--- src/rtl/core/hkr_pkg.sv ---
// shared constants, character table and lookup function for the keyboard decoder
`default_nettype none

package hkr_pkg;

	localparam int CODE_W     = 8;
	localparam int CHAR_W     = 7;
	localparam int IN_SLOTS   = 6;
	localparam int TABLE_SIZE = 57;
	localparam int TBL_IDX_W  = $clog2(TABLE_SIZE);

	// left shift is bit 1, right shift is bit 5
	localparam logic [CODE_W-1:0] SHIFT_MASK = 8'h22;

	// unshifted column, indexed by usage code
	localparam logic [CHAR_W-1:0] CHAR_LOWER [TABLE_SIZE] = '{
		7'h00, 7'h00, 7'h00, 7'h00,
		7'h61, 7'h62, 7'h63, 7'h64, 7'h65, 7'h66, 7'h67, 7'h68,
		7'h69, 7'h6a, 7'h6b, 7'h6c, 7'h6d, 7'h6e, 7'h6f, 7'h70,
		7'h71, 7'h72, 7'h73, 7'h74, 7'h75, 7'h76, 7'h77, 7'h78,
		7'h79, 7'h7a,
		7'h31, 7'h32, 7'h33, 7'h34, 7'h35, 7'h36, 7'h37, 7'h38,
		7'h39, 7'h30,
		7'h0a, 7'h00, 7'h08, 7'h09, 7'h20, 7'h2d, 7'h3d, 7'h5b,
		7'h5d, 7'h5c, 7'h00, 7'h3b, 7'h27, 7'h00, 7'h2c, 7'h2e,
		7'h2f
	};

	// shifted column, indexed by usage code
	localparam logic [CHAR_W-1:0] CHAR_UPPER [TABLE_SIZE] = '{
		7'h00, 7'h00, 7'h00, 7'h00,
		7'h41, 7'h42, 7'h43, 7'h44, 7'h45, 7'h46, 7'h47, 7'h48,
		7'h49, 7'h4a, 7'h4b, 7'h4c, 7'h4d, 7'h4e, 7'h4f, 7'h50,
		7'h51, 7'h52, 7'h53, 7'h54, 7'h55, 7'h56, 7'h57, 7'h58,
		7'h59, 7'h5a,
		7'h21, 7'h40, 7'h23, 7'h24, 7'h25, 7'h5e, 7'h26, 7'h2a,
		7'h28, 7'h29,
		7'h0a, 7'h00, 7'h08, 7'h09, 7'h20, 7'h5f, 7'h2b, 7'h7b,
		7'h7d, 7'h7c, 7'h00, 7'h3a, 7'h22, 7'h00, 7'h3c, 7'h3e,
		7'h3f
	};

	// codes past the table decode to zero
	function automatic logic [CHAR_W-1:0] char_lookup(input logic [CODE_W-1:0] code,
			input logic shifted);
		logic [CHAR_W-1:0] ch;
		ch = '0;
		if (code < CODE_W'(TABLE_SIZE)) begin
			ch = shifted ? CHAR_UPPER[code[TBL_IDX_W-1:0]] : CHAR_LOWER[code[TBL_IDX_W-1:0]];
		end
		return ch;
	endfunction

endpackage

`default_nettype wire

--- src/rtl/core/hkr_if.sv ---
// handshake interfaces for the report input and the character output
`default_nettype none

interface hkr_report_if;
	logic       valid;
	logic       ready;
	logic [7:0] modifier_bits;
	logic [7:0] slot_zero;
	logic [7:0] slot_one;
	logic [7:0] slot_two;
	logic [7:0] slot_three;
	logic [7:0] slot_four;
	logic [7:0] slot_five;

	modport source (output valid, modifier_bits, slot_zero, slot_one, slot_two,
		slot_three, slot_four, slot_five, input ready);
	modport sink (input valid, modifier_bits, slot_zero, slot_one, slot_two,
		slot_three, slot_four, slot_five, output ready);
endinterface

interface hkr_char_if;
	logic       valid;
	logic       ready;
	logic [6:0] ascii_char;

	modport source (output valid, ascii_char, input ready);
	modport sink (input valid, ascii_char, output ready);
endinterface

`default_nettype wire

--- src/rtl/core/hkr_lane.sv ---
// one slot lane: flags a code that is in range and not held in the previous report
`default_nettype none

module hkr_lane
	import hkr_pkg::*;
#(
	parameter int KEY_SLOTS  = 6,
	parameter int CODE_LIMIT = 57
) (
	input  wire logic [CODE_W-1:0] code,
	input  wire logic [CODE_W-1:0] prev [KEY_SLOTS],
	output logic                   hit
);

	logic held;
	logic in_range;

	// compare against every stored key in parallel
	always_comb begin
		held = 1'b0;
		for (int j = 0; j < KEY_SLOTS; j++) begin
			if (prev[j] == code) begin
				held = 1'b1;
			end
		end
	end

	// zero means empty; codes at or above the limit are skipped
	assign in_range = (code != '0) && ({1'b0, code} < (CODE_W+1)'(CODE_LIMIT));
	assign hit      = in_range && !held;

endmodule

`default_nettype wire

--- src/rtl/core/hkr_merge.sv ---
// merge stage: picks the first lane with a new key and decodes it
`default_nettype none

module hkr_merge
	import hkr_pkg::*;
#(
	parameter int KEY_SLOTS = 6
) (
	input  wire logic [KEY_SLOTS-1:0] hit,
	input  wire logic [CODE_W-1:0]    code [KEY_SLOTS],
	input  wire logic [CODE_W-1:0]    modifier_bits,
	output logic      [CHAR_W-1:0]    ascii_char
);

	logic [CODE_W-1:0] sel_code;
	logic              shifted;

	// lowest slot wins; no hit leaves code zero, which decodes to zero
	always_comb begin
		sel_code = '0;
		for (int i = KEY_SLOTS - 1; i >= 0; i--) begin
			if (hit[i]) begin
				sel_code = code[i];
			end
		end
	end

	assign shifted    = (modifier_bits & SHIFT_MASK) != '0;
	assign ascii_char = char_lookup(sel_code, shifted);

endmodule

`default_nettype wire

--- src/rtl/core/hid_keyboard_report_to_ascii_core.sv ---
// top level of the boot keyboard report to ascii decoder
`default_nettype none

// Takes one boot keyboard report per word on the report channel and gives one
// ascii word per report on the result channel: the character of the first
// slot whose code is nonzero, below CODE_LIMIT and not held in the previous
// report, shifted when either shift modifier is set, or zero. Each character
// enters the output register, or a one-word skid register while the output
// stalls; one lane per slot compares against the stored keys in parallel, so
// a new report can be taken every cycle while the skid is empty. The two
// registers keep the input ready while one character waits to be taken;
// ready drops only when both hold a character. Stored keys reset to zero.
module hid_keyboard_report_to_ascii_core
	import hkr_pkg::*;
#(
	parameter int KEY_SLOTS  = 6,
	parameter int CODE_LIMIT = 57
) (
	input  wire logic      clk,
	input  wire logic      arst_n,
	hkr_report_if.sink     report,
	hkr_char_if.source     result
);

	logic [CODE_W-1:0]    field_arr [IN_SLOTS];
	logic [CODE_W-1:0]    fresh     [KEY_SLOTS];
	logic [CODE_W-1:0]    prev_q    [KEY_SLOTS];
	logic [KEY_SLOTS-1:0] hit;
	logic [CHAR_W-1:0]    new_char;
	logic                 accept;

	logic                 out_valid_q;
	logic [CHAR_W-1:0]    out_q;
	logic                 skid_valid_q;
	logic [CHAR_W-1:0]    skid_q;

	assign field_arr[0] = report.slot_zero;
	assign field_arr[1] = report.slot_one;
	assign field_arr[2] = report.slot_two;
	assign field_arr[3] = report.slot_three;
	assign field_arr[4] = report.slot_four;
	assign field_arr[5] = report.slot_five;

	// slots beyond the report fields read as empty
	for (genvar i = 0; i < KEY_SLOTS; i++) begin : g_slot
		if (i < IN_SLOTS) begin : g_field
			assign fresh[i] = field_arr[i];
		end else begin : g_empty
			assign fresh[i] = '0;
		end

		hkr_lane #(
			.KEY_SLOTS (KEY_SLOTS),
			.CODE_LIMIT(CODE_LIMIT)
		) u_lane (
			.code(fresh[i]),
			.prev(prev_q),
			.hit (hit[i])
		);
	end

	hkr_merge #(
		.KEY_SLOTS(KEY_SLOTS)
	) u_merge (
		.hit          (hit),
		.code         (fresh),
		.modifier_bits(report.modifier_bits),
		.ascii_char   (new_char)
	);

	assign report.ready = !skid_valid_q;
	assign accept       = report.valid && report.ready;

	// stored keys take every accepted report
	always_ff @(posedge clk or negedge arst_n) begin
		if (!arst_n) begin
			for (int i = 0; i < KEY_SLOTS; i++) begin
				prev_q[i] <= '0;
			end
		end else if (accept) begin
			for (int i = 0; i < KEY_SLOTS; i++) begin
				prev_q[i] <= fresh[i];
			end
		end
	end

	// output register with skid word behind it
	always_ff @(posedge clk or negedge arst_n) begin
		if (!arst_n) begin
			out_valid_q  <= 1'b0;
			skid_valid_q <= 1'b0;
		end else if (skid_valid_q) begin
			if (result.ready) begin
				skid_valid_q <= 1'b0;
			end
		end else if (accept) begin
			if (out_valid_q && !result.ready) begin
				skid_valid_q <= 1'b1;
			end else begin
				out_valid_q <= 1'b1;
			end
		end else if (result.ready) begin
			out_valid_q <= 1'b0;
		end
	end

	// payload moves without reset
	always_ff @(posedge clk) begin
		if (skid_valid_q) begin
			if (result.ready) begin
				out_q <= skid_q;
			end
		end else if (accept) begin
			if (out_valid_q && !result.ready) begin
				skid_q <= new_char;
			end else begin
				out_q <= new_char;
			end
		end
	end

	assign result.valid      = out_valid_q;
	assign result.ascii_char = out_q;

endmodule

`default_nettype wire

--- src/flat_wrapper.sv ---
// flat-port wrapper written by rule: the top's interface ports become plain ports
module hid_keyboard_report_to_ascii_core_flat import hkr_pkg::*;
#(
	parameter int KEY_SLOTS  = 6,
	parameter int CODE_LIMIT = 57
)
  (clk, arst_n, report_valid, report_modifier_bits, report_slot_zero, report_slot_one, report_slot_two, report_slot_three, report_slot_four, report_slot_five, report_ready, result_valid, result_ascii_char, result_ready);
  hkr_report_if report_i ();
  hkr_char_if result_i ();
  input  wire logic clk;
  input  wire logic arst_n;
  input wire logic [$bits(report_i.valid)-1:0] report_valid;
  input wire logic [$bits(report_i.modifier_bits)-1:0] report_modifier_bits;
  input wire logic [$bits(report_i.slot_zero)-1:0] report_slot_zero;
  input wire logic [$bits(report_i.slot_one)-1:0] report_slot_one;
  input wire logic [$bits(report_i.slot_two)-1:0] report_slot_two;
  input wire logic [$bits(report_i.slot_three)-1:0] report_slot_three;
  input wire logic [$bits(report_i.slot_four)-1:0] report_slot_four;
  input wire logic [$bits(report_i.slot_five)-1:0] report_slot_five;
  output wire logic [$bits(report_i.ready)-1:0] report_ready;
  output wire logic [$bits(result_i.valid)-1:0] result_valid;
  output wire logic [$bits(result_i.ascii_char)-1:0] result_ascii_char;
  input wire logic [$bits(result_i.ready)-1:0] result_ready;
  assign report_i.valid = report_valid;
  assign report_i.modifier_bits = report_modifier_bits;
  assign report_i.slot_zero = report_slot_zero;
  assign report_i.slot_one = report_slot_one;
  assign report_i.slot_two = report_slot_two;
  assign report_i.slot_three = report_slot_three;
  assign report_i.slot_four = report_slot_four;
  assign report_i.slot_five = report_slot_five;
  assign report_ready = report_i.ready;
  assign result_valid = result_i.valid;
  assign result_ascii_char = result_i.ascii_char;
  assign result_i.ready = result_ready;
  hid_keyboard_report_to_ascii_core #(.KEY_SLOTS(KEY_SLOTS), .CODE_LIMIT(CODE_LIMIT)) u_core (.clk(clk), .arst_n(arst_n), .report(report_i), .result(result_i));
endmodule
--- config.mk ---
export PLATFORM = sky130hd
export DESIGN_NAME = hid_keyboard_report_to_ascii_core_flat
export DESIGN_NICKNAME = d
export VERILOG_FILES = /design/src/rtl/core/hkr_pkg.sv /design/src/rtl/core/hkr_if.sv /design/src/rtl/core/hkr_lane.sv /design/src/rtl/core/hkr_merge.sv /design/src/rtl/core/hid_keyboard_report_to_ascii_core.sv /design/src/flat_wrapper.sv
export SDC_FILE = /design/constraint.sdc
export NUM_CORES = 1
export LEC_CHECK = 0
export ABC_AREA = 1
export ABC_CLOCK_PERIOD_IN_PS = 2950
export BUFFER_PORTS_ARGS = -buffer_cell sky130_fd_sc_hd__buf_4
export CAP_MARGIN = 25
export CORE_UTILIZATION = 55
export DETAILED_ROUTE_END_ITERATION = 10
export GPL_TIMING_DRIVEN = 0
export PLACE_DENSITY = 0.79
export SYNTH_ARGS = -nofsm -noshare
export SYNTH_HDL_FRONTEND = slang
export SYNTH_SLANG_ARGS = --single-unit
export TNS_END_PERCENT = 30
--- constraint.sdc ---
create_clock -name clk -period 2.95 [get_ports clk]
set_clock_uncertainty 0.2 [all_clocks]
set_input_delay 0.59 -clock clk [delete_from_list [all_inputs] [get_ports clk]]
set_output_delay 0.59 -clock clk [all_outputs]
set_load 0.005 [all_outputs]
; ---- Word-level counts from Yosys, hierarchy flattened
; Memory sizes are Yosys's and may differ from the RTL's.
; Cells that the tools add are included.
[totals]
reg_bits = 64
latch_bits = 0
ramBits = 0
rom_bits = 896
output_inout_bits = 9
wordCells = 154
memories = 2
[classes]
addsub = 0
n_mul = 0
div_mod_pow = 0
order_cmp = 8
n_eq_ne = 39
n_shift = 0
mux = 59
bitwise = 2
reduce_logical = 34
[mem_list]
columns = memory, words, word_bits, read_ports, rd_ports_with_merged_regs, wr, line_no
row1 = (name not given), 64, 7, 1, 0, 0, hkr_pkg.sv:49  ; ch = shifted ? CHAR_UPPER[code[TBL_IDX_W-1:0]] : CHAR_LOWER[code[TBL_IDX_W-1:0]];
row2 = (name not given), 64, 7, 1, 0, 0, hkr_pkg.sv:49
[op_table]
columns = cell, count
row1 = 8-bit == test, 36
row2 = 7-bit two-way mux, 10
row3 = 8-bit by 6-bit < comparator with 1-bit output (second input constant), 7
row4 = 8-bit nonzero test, 7
row5 = 8-bit two-way mux, 6
row6 = 1-bit two-way mux, 43
row7 = 1-bit logical AND, 14
row8 = 3-bit AND reduction, 3
row9 = 1-bit logical NOT, 8
row10 = 7-bit greater-or-equal comparator (second input constant), 1
row11 = 6-bit inverter with 7-bit output, 1
row12 = 2-bit != test (second input constant), 2
row13 = 2-bit nonzero test, 2
row14 = 2-bit by 1-bit != test with 1-bit output (second input constant), 1
row15 = 1-bit inverter, 1

; ---- Depth between registers and ports, before layout
; Gate-level depths: netlist of the first run.
[logic_depth]
word_depth = 24
depth_mapped = 30

; ---- Hierarchy
; Synthesis of the first run repeated with hierarchy kept, for this count alone.
[hier_totals]
hier_cells = 1659
area_unflattened_um2 = 9344.0
[modules_own_cells]
columns = mod, instances, cells_per_inst, area_per_inst_um2, seq_area_each_um2
row1 = hkr_lane, 6, 188, 918.4, 0.0
row2 = hid_keyboard_report_to_ascii_core, 1, 257, 2414.8, 1671.6
row3 = hkr_merge, 1, 274, 1418.9, 0.0

; ---- Worst setup path after synthesis of the first run
; No wires, ideal clock.
[synth_path]
path_kind = input to register
from = input port report_slot_zero[0]
to = register u_core.skid_q[1], data pin
setup_ns = 0.255
t_arrival_ns = 2.806
required_time_ns = 2.495
slack_ns = -0.311
cell_stages = 22
cell_sequence = buf_4 xor2_1 nor4_1 nand2_1 nand2_1 nor2_1 nand2_2 buf_6 o21ai_0 inv_1 nand2_1 nand2_1 inv_1 ha_1 nand3_1 nand3_1 nand3_1 nand2_1 nand2_1 nand2_1 nand2_1 and2_1
[synth_via]
elab_chain_cells = 16
word_cells_on_any_way = 28
[synth_rtl]
columns = element, line_no
row1 = start: declaration, flat_wrapper.sv:14  ; input wire logic [$bits(report_i.slot_zero)-1:0] report_slot_zero;
row2 = 8-bit == test, hkr_lane.sv:22  ; if (prev[j] == code) begin
row3 = 1-bit two-way mux (6 in series), hkr_lane.sv:22
row4 = 1-bit logical NOT, hkr_lane.sv:30  ; assign hit = in_range && !held;
row5 = 1-bit logical AND, hkr_lane.sv:30
row6 = 8-bit two-way mux *, hkr_merge.sv:22  ; if (hit[i]) begin
row7 = 6-bit inverter with 7-bit output (implied by the code), hkr_pkg.sv:49
row8 = memory read 64 x 7 bit, --
row9 = 7-bit two-way mux (implied by the code) (2 in series), hkr_pkg.sv:49
row10 = 7-bit two-way mux, hkr_pkg.sv:49
row11 = 7-bit two-way mux *, hkr_pkg.sv:48  ; if (code < CODE_W'(TABLE_SIZE)) begin
row12 = named net u_core.new_char[1], hid_keyboard_report_to_ascii_core.sv:29  ; logic [CHAR_W-1:0] new_char;
row13 = end signal: assignment, hid_keyboard_report_to_ascii_core.sv:115  ; skid_q <= new_char;
row14 = end: declaration, hid_keyboard_report_to_ascii_core.sv:35  ; logic [CHAR_W-1:0] skid_q;
; The timed path passes the listed nets; every way through them passes the cells marked *. The select of a mux whose other input is x is not followed.
; A chain may end at the register's enable or synchronous reset.

; ---- Final worst setup path of the first run
[layout_path]
from = register u_core.prev_q[26] (netlist name)
to = register u_core.skid_q[1], data pin
[layout_via]
elab_chain_cells = 19
word_cells_on_any_way = 58
[layout_rtl]
columns = element, line_no
row1 = start: declaration, hid_keyboard_report_to_ascii_core.sv:27  ; logic [CODE_W-1:0] prev_q [KEY_SLOTS];
row2 = start signal: indexed assignment, hid_keyboard_report_to_ascii_core.sv:82  ; prev_q[i] <= fresh[i];
row3 = 8-bit == test, hkr_lane.sv:22
row4 = 1-bit two-way mux (4 in series), hkr_lane.sv:22
row5 = 1-bit logical NOT, hkr_lane.sv:30
row6 = 1-bit logical AND, hkr_lane.sv:30
row7 = 8-bit two-way mux (5 in series), hkr_merge.sv:22
row8 = 8-bit two-way mux *, hkr_merge.sv:22
row9 = 6-bit inverter with 7-bit output (implied by the code), hkr_pkg.sv:49
row10 = memory read 64 x 7 bit, --
row11 = 7-bit two-way mux (implied by the code) (2 in series), hkr_pkg.sv:49
row12 = 7-bit two-way mux, hkr_pkg.sv:49
row13 = 7-bit two-way mux *, hkr_pkg.sv:48
row14 = named net u_core.new_char[1], hid_keyboard_report_to_ascii_core.sv:29
; Marks and branches as above.

==> impl_metrics.py, run 1 <==
metrics = {
    "critical_path": {
        "reg2reg_from": "u_core.prev_q[26]$_DFFE_PN0P_",
        "reg2reg_depth": 19,
        "start_kind": "register",
        "cp.required_ns": 2.86,
        "crit_family": "simple AND/OR/NAND/NOR gates",
        "critPathSlowestCell": "dfrtp_1",
        "crit_cells": 19,
        "cp_max_fo": 8,
        "path_buf_inv": 4,
        "end_kind": "register",
        "cp_slowest_stage_delay_ns": 0.37,
        "rrSetupSlack_ns": -0.51,
        "r2r_end": "u_core.skid_q[1]$_DFFE_PP_",
        "worstPathArrival_ns": 3.37,
        "crit_top_cell": "nand2_1",
        "critical_path_class": "register to register",
        "cp_cell_sequence": "buf_6 -> xor2_1 -> nor3_4 -> nand4_1 -> nor2_2 -> nor2_1 -> nand2_2 -> buf_6 -> nor2_2 -> a21oi_4 -> inv_2 -> ha_4 -> inv_1 -> nand2_1 -> o22ai_1 -> nand2_1 -> nand2_1 -> nor2_1 -> and2_4",
    },
    "cells_and_area": {
        "fin_util_pct": 69.2,
        "areaGrowthSynthToFinish_pct": 21.3,
        "antenna_cells": 0,
        "fin_nets": 1559,
        "fin_area_um2": 10600,
        "drive_gt1_share_pct": 28.0,
        "nFillCells": 1377,
    },
    "logic_synthesis": {
        "netlist_top_cells_area": "nand2_1 (24%), dfrtp_1 (14%), xnor2_1 (9.8%), buf_4 (6.6%), xor2_1 (5.9%)",
        "synthDistinctLibCells": 44,
        "synth_compound_gate_area_share_pct": 6.42,
        "syn_inst": 1423,
        "synth_top_cell_area_share_pct": 24.0,
        "synth_ff_type": "dfrtp_1",
        "avgSynthCellArea_um2": 6.16,
        "synth_edf_count": 14,
        "synth_mux_area_share_pct": 0,
        "yosysMostFrequentCell": "nand2_1",
        "synth_xor_area_share_pct": 15.7,
        "ys_ff_latch": 64,
        "syn_area_um2": 8770,
        "synthArstFlopShare_pct": 78.1,
        "synth.largest_area_cell": "nand2_1",
        "synth_top_family_by_area": "simple AND/OR/NAND/NOR gates",
        "synthAdderAreaFrac_pct": 0.998,
        "yosysWarningCount": 0,
        "ys_top_cells_by_count": "nand2_1 (560), nor2_1 (104), xnor2_1 (98)",
        "syn-num-nets": 1490,
        "synth_simple_gate_area_share_pct": 42.0,
        "seq_area_frac_synth_pct": 19.1,
    },
    "clock_network": {
        "clock_path_buffers": 2,
        "clock_latency_ns": 0.36,
        "tritoncts": "yes",
        "cts_buffers": 9,
        "clockRootBuffer": "clkbuf_16",
        "cts_hold_buf": 0,
        "clock-sinks": 64,
        "cts.htree.levels": 3,
        "clk_pin_slew_ns": 0.06,
    },
    "power_and_ir_drop": {
        "p_leak_uw": 0.00502,
        "seq_power_share_pct": 19.9,
        "pwr-share-comb_pct": 60.6,
        "power_uw": 5750,
        "p_int_uw": 3060,
        "power_density_nw_per_um2": 541,
        "p_sw_share_pct": 46.8,
        "p_clk_share_pct": 19.5,
        "switching_power_uw": 2690,
        "vdd_drop_max_v": 0.000372,
    },
    "hold_path": {
        "hold_class": "input port to async pin",
    },
    "grt": {
        "grt_usage_pct": 43.2,
        "gr-total-overflow": 0,
        "grt_pass1_wl_mm": 51.8,
        "grt_pass1_vias": 8590,
        "antenna_found_initial": 1,
        "grt_max_degree": 51,
    },
    "timing": {
        "final-max-slew-violation-count": 0,
        "finalHoldViolations": 0,
        "rsz0062_at_grt": "yes",
        "setup_slack_ns": -0.508,
        "setup_viol": 14,
        "tightest_slew_ns": 0.944,
        "fmax_ghz": 0.289,
        "period_minus_slack_ns": 3.46,
        "slew_headroom_pct": 36.4,
        "timing.final.crit_share_pct": 117,
    },
    "floorplan": {
        "row_count": 45,
        "core_um2": 15400,
        "start_util_pct": 57.1,
        "dieWidth_um": 128,
        "io_pins": 69,
        "chipHeight_um": 128,
        "design.die.area_um2": 16500,
    },
    "placed_design": {
        "gp_congestion": 1.07,
        "dpl.hpwl_mm": 25.6,
        "port_buffers": 14,
        "detailed_place.area_um2": 9280,
    },
    "route": {
        "ant_nets": 0,
        "drc_errors": 0,
        "firstDrtPassIters": 8,
        "drt_iter0_markers": 1193,
        "routed_via_density": 5.79,
        "vias": 9884,
        "drt-total-wl_mm": 35.6,
        "post_drt_wl_per_cell_um": 20.8,
    },
    "status": {
        "violations": "negative setup slack",
        "run_status": "finished with violations",
    },
    "flow_run": {
        "drv_cap": 0,
    },
}
## cell type report
type	count	area (µm²)	share of cell area (%)
repair buffers	59	470	4.42
clock inverters	7	72.6	0.682
flip-flops and latches	64	1670	15.7
clock buffers	9	225	2.12
well taps	211	264	2.48
inverters	128	582	5.47
multi-input cells	1116	6320	59.4
plain buffers	114	1030	9.71
## power groups by stage
stage	registers, µW	logic [µW]	clock network, µW
final	1150	3480	1120
after global placement	1140	2860	0
after CTS	1140	3140	1120
after floorplan	1140	2130	0
after global routing	1160	3700	1150
after detailed placement	1140	2880	0
## cells in the final DEF, fill, tap and decap left out, drive strengths merged
cell,count
a21boi,1
a21oi,16
and2,3
and3,1
buf,162
bufinv,1
clkbuf,20
clkinv,7
clkinvlp,3
dfrtp,50
edfxtp,14
ha,7
inv,124
nand2,579
nand3,67
nand4,55
nor2,120
nor3,25
nor4,4
o211ai,3
o21ai,74
o221ai,1
o22ai,2
o31ai,1
xnor2,98
xor2,59
## worst max-delay path by stage
stage	from	endpoint	slack (ns)
after floorplan	report_slot_four[1]	u_core.result.ascii_char[2]$_DFFE_PP_	-0.21
after global placement	report_slot_zero[3]	u_core.result.ascii_char[2]$_DFFE_PP_	-1.21
after detailed placement	report_slot_zero[3]	u_core.result.ascii_char[2]$_DFFE_PP_	-1.24
after CTS	u_core.prev_q[21]$_DFFE_PN0P_	u_core.skid_q[1]$_DFFE_PP_	-0.36
after global routing	u_core.prev_q[20]$_DFFE_PN0P_	u_core.result.ascii_char[5]$_DFFE_PP_	-0.64
final	u_core.prev_q[26]$_DFFE_PN0P_	u_core.skid_q[1]$_DFFE_PP_	-0.51
## flip-flops by register name, summed over array words and instances, names as in the netlist
name	cells
u_core.result.valid	1
u_core.result.ascii_char	7
u_core.skid_valid_q	1
u_core.skid_q	7
u_core.prev_q	48
## cell families after synthesis
family | count (synthesis)
adders and majority gates | 7
xor gates and xnor gates | 157
AOI/OAI and AO/OA | 98
and+or+nand+nor | 854
buffers and inverters | 243
DFF | 64
## timing repair
action / 4_1_cts / 5_1_grt
endpoints found under the setup margin: 14 / 19
pin swaps: 43 / 54
setup buffers: 26 / 19
resized for setup: 94 / 99
## metal layers
metal	vias to the layer above	GRT usage (%)	share of wire [%]
met5	-	0	0
met4	0	22.8	5.2
met3	123	12.3	14
met2	670	59.5	41
met1	4532	60.4	40
li1	4559	-	-
## stage by stage
stage          hold WS, ns  instances  TNS [ns]  worst slack [ns]
6_report            0.0805       1708     -6.52            -0.508
5_1_grt              0.130       1708     -8.16            -0.643
4_1_cts             0.0991       1689     -4.48            -0.365
3_5_place_dp         0.304       1648    -15.47             -1.24
3_3_place_gp         0.300       1648    -15.28             -1.21
2_1_floorplan       0.0944       1423     -2.12            -0.209
## worst register-to-register path, cell delays in order (launching register included)
cell     delay [ns]
dfrtp_1        0.37
buf_6          0.14
xor2_1         0.17
nor3_4         0.21
nand4_1        0.26
nor2_2         0.23
nor2_1         0.07
nand2_2        0.08
buf_6          0.12
nor2_2         0.06
a21oi_4        0.27
inv_2          0.10
ha_4           0.16
inv_1          0.07
nand2_1        0.12
o22ai_1        0.19
nand2_1        0.10
nand2_1        0.07
nor2_1         0.07
and2_4         0.16
Note: power is estimated with default switching activity, not from simulation.
==> run 2: changes to the inputs <==
--- a/config.mk
+++ b/config.mk
@@ -11,2 +11,3 @@
 export CAP_MARGIN = 25
+export CORE_ASPECT_RATIO = 1.4
 export CORE_UTILIZATION = 55
==> constraint.sdc (replaced) <==
create_clock -name clk -period 2.95 [get_ports clk]
set_clock_uncertainty 0.2 [all_clocks]
set_input_delay 0.1475 -clock clk [delete_from_list [all_inputs] [get_ports clk]]
set_output_delay 0.1475 -clock clk [all_outputs]
set_load 0.02 [all_outputs]
==> impl_metrics.py, run 2 (same netlist as run 1, synthesis figures left out) <==
metrics = {
    "critical_path": {
        "r2r_end": "u_core.skid_q[3]$_DFFE_PP_",
        "crit_cells": 22,
        "crit_top_cell": "nand2_2",
        "reg2reg_from": "u_core.prev_q[27]$_DFFE_PN0P_",
        "reg2reg_depth": 22,
        "worstPathArrival_ns": 3.41,
        "end_kind": "register",
        "rrSetupSlack_ns": -0.55,
        "cp_max_fo": 8,
        "cp_cell_sequence": "buf_6 -> inv_4 -> nor2_1 -> nor3_2 -> nand4_1 -> nor2_2 -> nor2_2 -> nand2_2 -> buf_6 -> o21ai_1 -> inv_1 -> nand2_2 -> nand2_4 -> inv_8 -> buf_4 -> ha_4 -> o21ai_2 -> nand3_1 -> nand2_1 -> nand2_2 -> nand2_2 -> and2_4",
        "crit_start": "u_core.prev_q[27]$_DFFE_PN0P_",
        "cp_slowest_stage_delay_ns": 0.37,
        "cp.required_ns": 2.86,
        "crit_family": "simple AND/OR/NAND/NOR gates",
        "start_kind": "register",
        "path_buf_inv": 6,
        "endpoint": "u_core.skid_q[3]$_DFFE_PP_",
        "critical_path_class": "register to register",
        "critPathSlowestCell": "dfrtp_1",
    },
    "floorplan": {
        "design.die.area_um2": 16500,
        "chipHeight_um": 151,
        "io_pins": 69,
        "core_um2": 15600,
        "start_util_pct": 56.2,
        "dieWidth_um": 109,
        "row_count": 54,
    },
    "placed_design": {
        "pre_cts_slack_ns": -0.863,
        "dpl.hpwl_mm": 26.8,
        "port_buffers": 14,
        "gp_congestion": 1.08,
    },
    "cells_and_area": {
        "drive_gt1_share_pct": 26.6,
        "largest_reg_flops": 48,
        "fin_nets": 1575,
        "final_common_cell": "nand2_1",
        "areaGrowthSynthToFinish_pct": 22.2,
        "antenna_cells": 0,
        "most-common-layout-cells": "nand2_1 (524), buf_4 (106), xnor2_1 (92)",
        "top_register": "u_core.prev_q",
    },
    "timing": {
        "rsz0062_at_grt": "yes",
        "hold_slack_ns": 0.00129,
        "tightest_slew_ns": 1.03,
        "period_minus_slack_ns": 3.50,
        "slew_headroom_pct": 30.3,
        "setup_viol": 15,
        "setup_slack_ns": -0.546,
        "final-max-slew-violation-count": 0,
        "finalHoldViolations": 0,
        "timing.final.crit_share_pct": 119,
        "fmax_ghz": 0.286,
    },
    "power_and_ir_drop": {
        "vdd_drop_max_v": 0.000501,
        "seq_power_share_pct": 18.9,
        "p_clk_share_pct": 22.0,
        "pwr-share-comb_pct": 59.0,
        "p_leak_uw": 0.00507,
        "p_int_uw": 3260,
        "power_density_nw_per_um2": 567,
        "switching_power_uw": 2820,
        "p_sw_share_pct": 46.3,
    },
    "grt": {
        "antenna_found_initial": 0,
        "grt_max_degree": 51,
        "grt_pass1_vias": 8900,
        "gr-total-overflow": 0,
        "grt_usage_pct": 45.8,
        "grt_pass1_wl_mm": 54.0,
    },
    "route": {
        "drt-total-wl_mm": 37.4,
        "post_drt_wl_per_cell_um": 21.9,
        "vias": 10078,
        "routed_via_density": 5.90,
        "drc_errors": 0,
        "ant_nets": 0,
        "firstDrtPassIters": 6,
        "drt_iter0_markers": 1388,
    },
    "clock_network": {
        "clock-sinks": 64,
        "cts_buffers": 9,
        "cts.htree.levels": 3,
        "tritoncts": "yes",
        "clk_pin_slew_ns": 0.07,
        "clockRootBuffer": "clkbuf_16",
        "clock_latency_ns": 0.36,
        "clock_path_buffers": 2,
    },
    "flow_run": {
        "drv_cap": 0,
    },
    "status": {
        "violations": "negative setup slack",
        "run_status": "finished with violations",
    },
    "hold_path": {
        "hold_class": "input port to register",
    },
}
-- run 2: cell types whose count changed in the layout (fill, tap and decap cells not counted), moves of 6 or more --
cell,previous run,this run
nand3_1,43,49
nand2_1,531,524
nand3_2,19,11
dlygate4sd3_1,0,20
nand2_2,38,44
inv_4,22,16
inv_1,53,59
-- run 2: worst register-to-register path, cell delays in order, from the launching register on --
cell and delay [ns]:
dfrtp_1 0.37, buf_6 0.14, inv_4 0.07, nor2_1 0.05, nor3_2 0.29, nand4_1 0.26
nor2_2 0.18, nor2_2 0.05, nand2_2 0.08, buf_6 0.12, o21ai_1 0.06, inv_1 0.07
nand2_2 0.06, nand2_4 0.13, inv_8 0.06, buf_4 0.14, ha_4 0.26, o21ai_2 0.09
nand3_1 0.15, nand2_1 0.09, nand2_2 0.11, nand2_2 0.08, and2_4 0.14
-- run 2: what timing repair did --
item	CTS	global route
endpoints found under the hold margin	70	0
setup endpoints to repair	14	24
hold buffers	20	0
pin swaps	39	50
cloned	0	0
setup buffers	15	26
gates resized for setup	91	106
-- run 2: final cells by class --
class                   instances  area, µm²
inverters                     128        558
well taps                     196        245
plain buffers                 114        981
clock inverters                 7        125
fillers                      1404       4890
clock buffers                   9        225
flip-flops and latches         64       1670
repair buffers                 75        633
multi-input cells            1116       6270
-- run 2: power groups by stage --
stage / Sequential (µW) / Clock [µW] / Combinational [µW]
2_1_floorplan: 1170 / 0 / 2090
3_3_place_gp: 1140 / 0 / 2900
3_5_place_dp: 1150 / 0 / 2920
4_1_cts: 1140 / 1330 / 3140
5_1_grt: 1170 / 1360 / 3790
6_report: 1150 / 1340 / 3590
-- run 2: how the worst min path moves through the flow --
stage,slack (ns),cells after the start,startpoint,to
finish,0.001,3,report_slot_four[6],u_core.prev_q[14]$_DFFE_PN0P_
global route,0.02,3,report_slot_four[6],u_core.prev_q[14]$_DFFE_PN0P_
global placement,0.04,1,arst_n,u_core.prev_q[37]$_DFFE_PN0P_
CTS,0.001,3,report_slot_two[6],u_core.prev_q[30]$_DFFE_PN0P_
floorplan,-0.35,0,arst_n,u_core.prev_q[0]$_DFFE_PN0P_
detailed placement,0.05,1,arst_n,u_core.prev_q[37]$_DFFE_PN0P_
-- run 2: stage by stage --
stage	setup TNS (ns)	cell area, µm²	total power [µW]	cells	utilization [%]
final	-6.64	10700	6080	1709	68.7
after global routing	-9.29	10700	6320	1709	68.7
after CTS	-4.79	10100	5610	1683	64.8
after detailed placement	-11.00	9120	4060	1633	58.4
after global placement	-11.60	9120	4030	1633	58.4
after floorplan	-0.0123	8770	3260	1423	-
-- run 2: metal layers --
layer / routed length, µm / track usage [%] / vias to the layer above
met5: 0 / 0 / -
met4: 4090 / 40.6 / 0
met3: 3490 / 9.68 / 232
met2: 17100 / 73.8 / 716
met1: 12800 / 50.5 / 4557
li1: - / - / 4573
==> run 3: changes to the inputs <==
Settings changed: CELL_PAD_IN_SITES_DETAIL_PLACEMENT from default to 2, CELL_PAD_IN_SITES_GLOBAL_PLACEMENT from default to 2, CORE_UTILIZATION 55 to 30, HOLD_SLACK_MARGIN from default to 0.08, PLACE_DENSITY 0.79 to 0.76.
==> impl_metrics.py, run 3 (same netlist as run 1, synthesis figures left out) <==
metrics = {
    "placed_design": {
        "pre_cts_slack_ns": -1.29,
        "gp_congestion": 0.914,
        "detailed_place.area_um2": 9350,
        "dpl.hpwl_mm": 34.6,
        "dp.cells": 1812,
        "port_buffers": 14,
    },
    "status": {
        "violations": "negative setup slack",
        "run_status": "finished with violations",
    },
    "critical_path": {
        "worstPathArrival_ns": 3.64,
        "cp.required_ns": 2.88,
        "critical_path_class": "register to register",
        "end_kind": "register",
        "cp_max_fo": 7,
        "start_kind": "register",
    },
    "timing": {
        "rsz0062_at_grt": "yes",
        "period_minus_slack_ns": 3.71,
        "hold_slack_ns": 0.0994,
        "fmax_ghz": 0.269,
        "finalSetupTns_ns": -9.13,
        "finalHoldViolations": 0,
        "timing.final.crit_share_pct": 126,
        "setup_slack_ns": -0.763,
        "setup_viol": 14,
        "slew_headroom_pct": 28.0,
        "tightest_slew_ns": 1.08,
        "final-max-slew-violation-count": 0,
    },
    "grt": {
        "gr-total-overflow": 0,
        "antenna_found_initial": 0,
        "grt_max_degree": 51,
        "grt_pass1_wl_mm": 68.3,
        "grt_usage_pct": 31.7,
        "grt_pass1_vias": 10767,
    },
    "cells_and_area": {
        "drive_gt1_share_pct": 27.2,
        "largest_reg_flops": 48,
        "most-common-layout-cells": "nand2_1 (527), buf_4 (131), xnor2_1 (96)",
        "antenna_cells": 0,
        "stdcell_count": 1940,
        "areaGrowthSynthToFinish_pct": 29.1,
        "fin_area_um2": 11300,
        "top_register": "u_core.prev_q",
        "fin_nets": 1627,
        "final_common_cell": "nand2_1",
    },
    "power_and_ir_drop": {
        "vdd_drop_max_v": 0.000319,
        "power_density_nw_per_um2": 547,
        "p_leak_uw": 0.00527,
    },
    "route": {
        "firstDrtPassIters": 4,
        "post_drt_wl_per_cell_um": 25.1,
        "drt_iter0_markers": 411,
        "routed_via_density": 5.27,
        "drc_errors": 0,
        "ant_nets": 0,
        "vias": 10222,
        "drt-total-wl_mm": 48.7,
    },
    "floorplan": {
        "row_count": 73,
        "design.die.area_um2": 29900,
        "chipHeight_um": 204,
        "io_pins": 69,
        "start_util_pct": 30.7,
        "dieWidth_um": 147,
        "core_um2": 28600,
    },
    "clock_network": {
        "tritoncts": "yes",
        "cts.htree.levels": 3,
        "clk_pin_slew_ns": 0.07,
        "clock-sinks": 64,
        "clock_latency_ns": 0.38,
        "clock_path_buffers": 2,
        "clockRootBuffer": "clkbuf_16",
        "cts_buffers": 9,
    },
    "hold_path": {
        "hold_class": "input port to register",
    },
    "flow_run": {
        "drv_cap": 0,
    },
}
[run 3: per-stage QoR]
step,power [µW],util [%]
2_1_floorplan,3260,-
3_3_place_gp,4150,32.7
3_5_place_dp,4240,32.7
4_1_cts,5840,37.6
5_1_grt,6490,39.6
6_report,6190,39.6
[run 3: layout make-up]
class	instances	area, µm²
fill	3484	17300
multi-input combinational	1116	6260
sequential	64	1670
timing repair buffer	126	1100
buffer	115	965
inverter	128	543
tap	375	469
clock buffer	10	229
clock inverter	6	85.1
[run 3: final timing paths]
path | start | end | slack (ns) | cells after the start
hold / removal | report_slot_zero[3] | u_core.prev_q[43]$_DFFE_PN0P_ | 0.1 | 3
setup reg to reg | u_core.prev_q[27]$_DFFE_PN0P_ | u_core.skid_q[5]$_DFFE_PP_ | -0.76 | 24
min in group asynchronous | arst_n | u_core.prev_q[26]$_DFFE_PN0P_ | 0.19 | 2
setup / recovery | u_core.prev_q[27]$_DFFE_PN0P_ | u_core.skid_q[5]$_DFFE_PP_ | -0.76 | 24
max in group asynchronous | arst_n | u_core.prev_q[20]$_DFFE_PN0P_ | 1.78 | 2
hold reg to reg | u_core.skid_q[2]$_DFFE_PP_ | u_core.result.ascii_char[2]$_DFFE_PP_ | 0.33 | 2
[run 3: critical path, cell delays in order, from the launching register on]
cell and delay, ns:
dfrtp_1 0.38, buf_6 0.14, inv_4 0.06, nor2_1 0.04
nor3_2 0.33, nand4_1 0.29, nor2_2 0.24, nor2_1 0.07
nand2_2 0.11, buf_6 0.13, o21ai_2 0.05, inv_2 0.08
a21oi_4 0.07, buf_6 0.14, inv_4 0.06, buf_4 0.10
ha_2 0.18, nand2_2 0.06, nand3_2 0.07, nand2_2 0.07
nor2_4 0.14, nand2_1 0.08, nand2_1 0.10, nand2_2 0.07
and3_4 0.18
[run 3: timing repair]
action	4_1_cts	5_1_grt
hold endpoints to repair	95	0
gates resized for setup	103	99
setup endpoints to repair	24	19
buffers inserted	34	32
hold buffers	45	0
pin swaps	48	56
[run 3: layer usage]
layer / vias up / track usage (%) / share of wire [%]
met1: 5163 / 33.1 / 38
li1: 4671 / - / -
met2: 255 / 57.8 / 51
met3: 133 / 3.13 / 3.0
met5: - / 0 / 0
met4: 0 / 25.6 / 8.1
[run 3: power breakdown]
part           switching (µW)  internal [µW]  total [µW]
logic                    2410           1410        3820
clock network             496            737        1230
registers                54.0           1090        1140
